## config.mk

```make
export PLATFORM = sky130hd
export DESIGN_NAME = tkvl_div
export DESIGN_NICKNAME = d
export VERILOG_FILES = /design/src/design/tkvl_pkg.sv /design/src/design/tkvl_div.sv
export SDC_FILE = /design/constraint.sdc
export NUM_CORES = 1
export LEC_CHECK = 0
export BUFFER_PORTS_ARGS = -buffer_cell sky130_fd_sc_hd__buf_4
export CAP_MARGIN = 0
export CORE_MARGIN = 3
export CORE_UTILIZATION = 50
export CTS_CLUSTER_DIAMETER = 120
export DETAILED_ROUTE_END_ITERATION = 10
export GPL_ROUTABILITY_DRIVEN = 0
export PLACE_DENSITY = 0.89
export REMOVE_ABC_BUFFERS = 1
export SLEW_MARGIN = 0
export SYNTH_ARGS = -nofsm -noshare
export SYNTH_HDL_FRONTEND = slang
export SYNTH_SLANG_ARGS = --single-unit
```

## constraint.sdc

```tcl
create_clock -name i_clk -period 2.5 [get_ports i_clk]
set_clock_uncertainty 0.15 [all_clocks]
set_input_delay 0.625 -clock i_clk [delete_from_list [all_inputs] [get_ports i_clk]]
set_output_delay 0.625 -clock i_clk [all_outputs]
set_load 0.005 [all_outputs]
```

## src/design/tkvl_pkg.sv

```systemverilog
// Shared types and constants of the top-k volume list.
`default_nettype none

package tkvl_pkg;

    localparam int VOL_W    = 24;
    localparam int NODE_W   = 24;
    localparam int LINK_W   = 24;
    localparam int PERIOD_W = 8;
    localparam int LANES_W  = 4;
    localparam int IDX_W    = 7;
    localparam int KIND_W   = 2;
    localparam int MODE_W   = 2;

    localparam int LIST_SIZE_DEF = 128;

    localparam int CFG_ADDR_W = 3;
    localparam int CFG_DATA_W = 32;

    // Register indexes of the configuration port.
    localparam logic REG_MODE    = 1'b0;
    localparam logic REG_MIN_VOL = 1'b1;

    // Request kinds.
    localparam logic [KIND_W-1:0] KIND_SAMPLE = 2'd0;
    localparam logic [KIND_W-1:0] KIND_CLOSE  = 2'd1;
    localparam logic [KIND_W-1:0] KIND_READ   = 2'd2;
    localparam logic [KIND_W-1:0] KIND_CLEAR  = 2'd3;

    // Operating modes; the unused code behaves as MODE_PEAK.
    localparam logic [MODE_W-1:0] MODE_EVERY = 2'd0;
    localparam logic [MODE_W-1:0] MODE_PEAK  = 2'd1;
    localparam logic [MODE_W-1:0] MODE_LANE  = 2'd2;

    typedef struct packed {
        logic [KIND_W-1:0]   kind;
        logic [LINK_W-1:0]   link_id;
        logic [NODE_W-1:0]   from_node;
        logic [NODE_W-1:0]   to_node;
        logic [PERIOD_W-1:0] period;
        logic [VOL_W-1:0]    volume;
        logic [LANES_W-1:0]  lanes;
        logic [IDX_W-1:0]    read_index;
    } t_req;

    typedef struct packed {
        logic                entry_valid;
        logic [LINK_W-1:0]   out_link;
        logic [NODE_W-1:0]   out_from;
        logic [NODE_W-1:0]   out_to;
        logic [PERIOD_W-1:0] out_period;
        logic [VOL_W-1:0]    out_volume;
    } t_result;

    typedef struct packed {
        logic [LINK_W-1:0]   link;
        logic [NODE_W-1:0]   from_node;
        logic [NODE_W-1:0]   to_node;
        logic [PERIOD_W-1:0] period;
        logic [VOL_W-1:0]    volume;
    } t_entry;

endpackage

`default_nettype wire

```

## src/design/tkvl_div.sv

```systemverilog
// Serial restoring divider: volume divided by lane count, one quotient bit per cycle.
`default_nettype none

module tkvl_div (
    input  wire logic                          i_clk,
    input  wire logic                          i_rst_n,
    input  wire logic                          i_start,
    input  wire logic [tkvl_pkg::VOL_W-1:0]    i_dividend,
    input  wire logic [tkvl_pkg::LANES_W-1:0]  i_divisor,
    output logic                               o_done,
    output logic [tkvl_pkg::VOL_W-1:0]         o_quotient
);

    localparam int CNT_W = $clog2(tkvl_pkg::VOL_W);
    localparam int LW    = tkvl_pkg::LANES_W;

    logic                            r_busy;
    logic                            r_done;
    logic [CNT_W-1:0]                r_cnt;
    logic [LW-1:0]                   r_rem;
    logic [LW-1:0]                   r_div;
    logic [tkvl_pkg::VOL_W-1:0]      r_q;

    logic [LW:0] rem_sh;
    logic        ge;
    logic [LW:0] rem_sub;

    always_comb begin
        rem_sh  = {r_rem, r_q[tkvl_pkg::VOL_W-1]};
        ge      = rem_sh >= {1'b0, r_div};
        rem_sub = rem_sh - {1'b0, r_div};
    end

    always_ff @(posedge i_clk) begin
        if (!i_rst_n) begin
            r_busy <= 1'b0;
            r_done <= 1'b0;
            r_cnt  <= '0;
        end else begin
            r_done <= 1'b0;
            if (i_start) begin
                r_busy <= 1'b1;
                r_cnt  <= CNT_W'(tkvl_pkg::VOL_W - 1);
            end else if (r_busy) begin
                r_cnt <= r_cnt - 1'b1;
                if (r_cnt == '0) begin
                    r_busy <= 1'b0;
                    r_done <= 1'b1;
                end
            end
        end
    end

    always_ff @(posedge i_clk) begin
        if (i_start) begin
            r_q   <= i_dividend;
            r_div <= i_divisor;
            r_rem <= '0;
        end else if (r_busy) begin
            // The remainder stays below the divisor, so its low bits are enough.
            r_rem <= ge ? rem_sub[LW-1:0] : rem_sh[LW-1:0];
            r_q   <= {r_q[tkvl_pkg::VOL_W-2:0], ge};
        end
    end

    assign o_done     = r_done;
    assign o_quotient = r_q;

endmodule

`default_nettype wire

```

==> run metrics, run 1 <==
Synth Cell Area between 1500 and 2000 µm²; Yosys top cell by area edfxtp_1; later-pin clock latency in the skew report 0.34 ns; Post-synth EDFFs 28; DIE AREA between 4000 and 5000 µm²; Max Fanout on Critical Path 5; ys async rst share 0; # diodes 0; vias in the first global route around 1200; CTS buffer count 5; Top FF cell, synth edfxtp_1; most common cell in the synthesized netlist edfxtp_1; total power 1.52 mW; #FFs+latches synth 39; number of vias per cell ~5.2; global-route wire length before repair slightly below 6000 µm; Cell Area, Placed around 2200 µm²; Die Ht approximately 66 µm; synth cell count leaders edfxtp_1, mux2_2, dfxtp_1, inv_1; CP endpoint kind flop; synth unique cells 34; Rel. slew slack 0.608; post-CTS setup buffer count 0; WL/cell ~15 µm; cell count after synthesis 130; minimum clock period 2.06 ns; fin nets roughly 230; area delta synth->final 29.8%; DRT iter0 DRCs 41; # rows 21; CTS H-tree lvls 2; Synthesis Warnings 0; initial antenna violation count 0; Die Span X between 60 and 70 µm; Initial DRT Pass Iterations 4; Setup Crit Path Kind reg2reg; Final Util 0.685; Vias 1213; Yosys top cell area share 0.470; Clock Tree Buf Depth 2; HP Class in2reg; Worst Max-Slew Pin Slew a little under 0.6 ns; CTS tree built; # setup viols final 0; Sink Count 39; worst vdd ir approximately 0.45 mV; crit path DAT a little over 2 ns; syn avg cell area roughly 14 µm²; Worst setup SP type flop; Ports between 50 and 60; Max-Cap Viols 0; fin area between 2000 and 2500 µm²; largest net degree at the start of global routing 26; crit share post-route 0.826; fraction of layout cells with a size suffix above 1 0.487; drt drc 0; setup TNS 0 ns; post-cts sizing count 0; All-Layer GR Usage 0.183; P per Cell Area about 660 nW/µm²; Antenna Nets Post-Route 0; Final Max Slew Viols 0; Port Buffer Count between 50 and 60; Crit path required time roughly 2.5 ns; Congestion Overflow GR 0; CTS Hold Bufs 0; DRT Wirelength roughly 3500 µm; P_leak 0.975 nW; CTS root buffer clkbuf_4; RSZ-0062 raised after global routing no; Final Hold Vio Count 0; HPWL after detailed placement 2560 µm; Seq/Total Area, Yosys 0.593; Worst-path clk slew approximately 0.11 ns; Synth area leaders edfxtp_1, mux2_2, dfxtp_1; outcome finished clean; Peak Freq around 0.48 GHz; Starting Density 0.528; core area between 3000 and 4000 µm²
==> registers in the layout, indices dropped and copies added, names as in the netlist <==
name        count
o_quotient     24
r_busy          1
o_done          1
r_cnt           5
r_div           4
r_rem           4
==> layer usage <==
layer	global-route usage	wire length, µm	share of wire	vias up
li1	-	-	-	595
met1	0.230	1420	0.40	574
met2	0.288	1730	0.49	39
met3	0.0799	316	0.090	5
met4	0.0466	39	0.011	0
met5	0	0	0	-
==> cells by family (layout without fill, tap and decap cells) <==
| logic type | Yosys count | in the layout | share of synthesized area |
|---|---|---|---|
| xor+xnor | 5 | 5 | 0.0245 |
| buf+inv | 14 | 73 | 0.0307 |
| simple gates | 26 | 26 | 0.0846 |
| flops | 39 | 39 | 0.593 |
| mux | 24 | 24 | 0.151 |
| compound gates | 16 | 16 | 0.0706 |
| fa+ha+maj | 6 | 6 | 0.0461 |
==> through the flow <==
stage	std cells	hold WS, ns	worst slack [ns]
after floorplan	125	0.300	0.537
after global placement	227	0.314	0.503
after detailed placement	227	0.330	0.464
after CTS	235	0.294	0.433
after global routing	235	0.289	0.338
final	235	0.302	0.435
==> final timing paths <==
kind,depth (start not counted),to,slack (ns),start
setup / recovery,6,o_quotient[0],0.44,r_div[1]
setup reg to reg,6,o_quotient[0],0.44,r_div[1]
hold reg to reg,2,r_rem[3],0.35,r_rem[3]
hold / removal,1,r_div[2],0.30,i_divisor[2]
==> cells in the final DEF (no fill, tap or decap) <==
cell | netlist | routed
buf_4 | 0 | 56
edfxtp_1 | 28 | 28
mux2_2 | 24 | 24
dfxtp_1 | 11 | 11
inv_1 | 9 | 9
nor2_1 | 5 | 5
ha_1 | 5 | 5
clkbuf_4 | 0 | 5
nand2_1 | 4 | 4
o21a_1 | 4 | 4
nor2b_1 | 3 | 3
xnor2_1 | 3 | 3
nand3b_1 | 2 | 2
a21oi_1 | 2 | 2
nor4b_1 | 2 | 2
nor3b_1 | 2 | 2
o22ai_1 | 2 | 2
o21ai_0 | 2 | 2
xor2_1 | 2 | 2
nor3_1 | 2 | 2
or2_2 | 1 | 1
nand4_1 | 1 | 1
or2_1 | 1 | 1
o221a_4 | 1 | 1
or2_4 | 1 | 1
nand3_1 | 1 | 1
a21o_2 | 1 | 1
o21bai_1 | 1 | 1
a311oi_1 | 1 | 1
or3b_2 | 1 | 1
o311ai_1 | 1 | 1
a311o_1 | 1 | 1
fa_1 | 1 | 1
clkinv_2 | 0 | 1
clkinv_1 | 0 | 1
bufinv_16 | 0 | 1
==> final cells by class <==
type	instances	area [µm²]
Clock buffer	5	37.5
Clock inverter	3	38.8
Fill cell	234	1070
Inverter	9	33.8
Multi-Input combinational cell	77	674
Sequential cell	39	1060
Tap cell	46	57.6
Timing Repair Buffer	56	420
==> report_power, final <==
| group | internal (mW) | switching (mW) | total, mW | leakage (nW) |
|---|---|---|---|---|
| Clock | 0.206 | 0.203 | 0.408 | 0.0426 |
| Sequential | 0.772 | 0.0430 | 0.815 | 0.371 |
| Combinational | 0.177 | 0.124 | 0.301 | 0.561 |
==> critical path: stages, from the launching register on <==
cell and delay [ns]:
edfxtp_1 0.44, inv_1 0.08, ha_1 0.23, nor2b_1 0.16, o221a_4 0.26, or2_4 0.25, mux2_2 0.26
Note: power is estimated with default switching activity, not from simulation.
==> run 2, diff against run 1 <==
- CORE_UTILIZATION: 50 -> 45
- PLACE_DENSITY: 0.89 -> 0.86
- clock period: 2.5 -> 1.84 ns (I/O delays scaled with it)
==> run 2 against run 1 <==
Register-to-register slack lost 0.55 ns. Critical path type unchanged. Routed wire length is 19% higher. First-iteration DRC count rose by 17%. Sequential cell count unchanged. Critical endpoint unchanged. Final cell count is 6.4% higher. Largest cell class unchanged. Total power up 55%. Via count rose by 7.2%. Combinational power increased by 71%. The run now ends with negative setup slack left. Sequential share of layout area down 3.7 points.
==> run metrics, run 2 (synthesis results as in run 1) <==
Port Buffer Count 55 (unchanged); DRT Wirelength 4150 µm (+19%); DRT iter0 DRCs 48 (+17%); DIE AREA 4770 µm² (+10%); hold depth 1 (unchanged); max FFs per register 24 (unchanged); final cell count without fillers 250 (+6.4%); CTS buffer count 5 (unchanged); vias in the first global route 1440 (+16%); worst hold endpoint r_div[2]; HP Class in2reg; Clock Tree Buf Depth 2 (unchanged); Die Span X 69.1 µm (+4.9%); fin nets 238 (+5.8%); # diodes 0 (unchanged); Sink Count 39 (unchanged); Crit path required time 1.73 ns (-0.73 ns); initial antenna violation count 0 (unchanged); Initial DRT Pass Iterations 4 (unchanged); P_leak 1.07 nW (+9.6%); HPWL after detailed placement 2720 µm (+6.4%); crit path DAT 1.84 ns (-0.18 ns); largest net degree at the start of global routing 43 (+65%); minimum clock period 1.95 ns (-0.113 ns); worst-case reg-to-reg path depth 6 (unchanged); # setup viols final 3 (+3); Worst Max-Slew Pin Slew 0.525 ns (-0.0632 ns); Ports 56 (unchanged); flop2flop setup slack -0.11 ns (-0.55 ns); fraction of layout cells with a size suffix above 1 0.569 (+0.0825); fillcell total 266 (+14%); CTS tree built; total power 2.36 mW (+55%); most common cell after layout, fill and taps aside buf_4; Final Max Slew Viols 0 (unchanged); core area 3740 µm² (+10%); Worst-path clk slew 0.08 ns (-0.03 ns); CP endpoint kind flop; Setup Crit Path Kind reg2reg; Die Ht 69.1 µm (+4.9%); worst setup margin -0.112 ns (-0.547 ns); multi-input combinational cell area 723 µm² (+7.2%); Rel. slew slack 0.650 (+0.0416); reg2reg start r_div[1]; drt drc 0 (unchanged); failing checks negative setup slack; Hold Startpoint i_divisor[2]; Congestion Overflow GR 0 (unchanged); Critical R2R Capture o_quotient[0]; crit share post-route 1.06 (+0.235); Antenna Nets Post-Route 0 (unchanged); outcome finished with violations; Vias 1300 (+7.2%); global-route wire length before repair 6800 µm (+15%); # rows 22 (+4.8%); CTS Hold Bufs 0 (unchanged); CTS H-tree lvls 2 (unchanged); most frequent cells in the layout buf_4, edfxtp_1, mux2_2; Max Fanout on Critical Path 4 (-1); CTS root buffer clkbuf_8; All-Layer GR Usage 0.181 (-0.00158); RSZ-0062 raised after global routing yes; Max-Cap Viols 0 (unchanged); Peak Freq 0.512 GHz (+5.8%); DP Cell Count 239 (+5.3%); worst vdd ir 0.676 mV (+49%); Final Hold Vio Count 0 (unchanged); Worst setup SP type flop; WL/cell 16.6 µm (+12%); Reg area 1060 µm² (unchanged); P per Cell Area 933 nW/µm² (+42%); area delta synth->final 41.1%; Starting Density 0.478 (-0.0500); number of vias per cell 5.20 (+0.74%); later-pin clock latency in the skew report 0.28 ns (-0.06 ns)
## run 2: routing by layer
| layer | GRT usage | vias to the layer above | routed length [µm] |
|---|---|---|---|
| met5 | 0 | - | 0 |
| met4 | 0.0803 | 0 | 97 |
| met3 | 0.0641 | 11 | 323 |
| met2 | 0.316 | 47 | 2200 |
| met1 | 0.197 | 619 | 1530 |
| li1 | - | 623 | - |
## run 2: report_power, final
| part | leakage [nW] | internal [mW] | switching (mW) |
|---|---|---|---|
| Clock | 0.0612 | 0.439 | 0.293 |
| Sequential | 0.371 | 1.05 | 0.0616 |
| Combinational | 0.636 | 0.310 | 0.204 |
| Total | 1.07 | 1.80 | 0.559 |
## run 2: layout make-up
class,instances,area share
Sequential cell,39,0.420
Tap cell,48,0.0238
Timing Repair Buffer,69,0.210
Clock inverter,2,0.0139
Clock buffer,6,0.0327
Inverter,9,0.0134
Multi-Input combinational cell,77,0.286
## run 2: how the worst max path moves through the flow
stage | slack, ns | endpoint | startpoint | cells after the start
after detailed placement | -0.17 | o_quotient[0] | r_div[1] | 6
after global routing | -0.15 | o_quotient[0] | r_div[1] | 6
after CTS | -0.13 | o_quotient[0] | r_div[2] | 6
final | -0.11 | o_quotient[0] | r_div[1] | 6
after global placement | -0.10 | o_quotient[0] | r_div[1] | 6
after floorplan | -0.12 | o_quotient[0] | r_div[1] | 6
## run 2: what timing repair did
action                                  4_1_cts  5_1_grt
setup buffers                                 0        3
endpoints found under the setup margin        4        4
pin swaps                                     4        4
gates resized for setup                       7        5
## run 2: metrics by stage
stage	hold slack, ns	util	setup slack [ns]	TNS [ns]	area [µm²]
after floorplan	0.300	-	-0.123	-0.153	1770
after global placement	0.316	0.624	-0.100	-0.114	2340
after detailed placement	0.325	0.624	-0.166	-0.351	2340
after CTS	0.195	0.662	-0.126	-0.184	2480
after global routing	0.187	0.675	-0.147	-0.367	2530
final	0.198	0.675	-0.112	-0.164	2530
## run 2: worst max-delay path, cell delays in order, from the launching register on
cell,delay (ns)
edfxtp_1,0.40
inv_2,0.09
ha_4,0.19
nor2b_4,0.12
o221a_4,0.24
or2_4,0.26
mux2_2,0.26
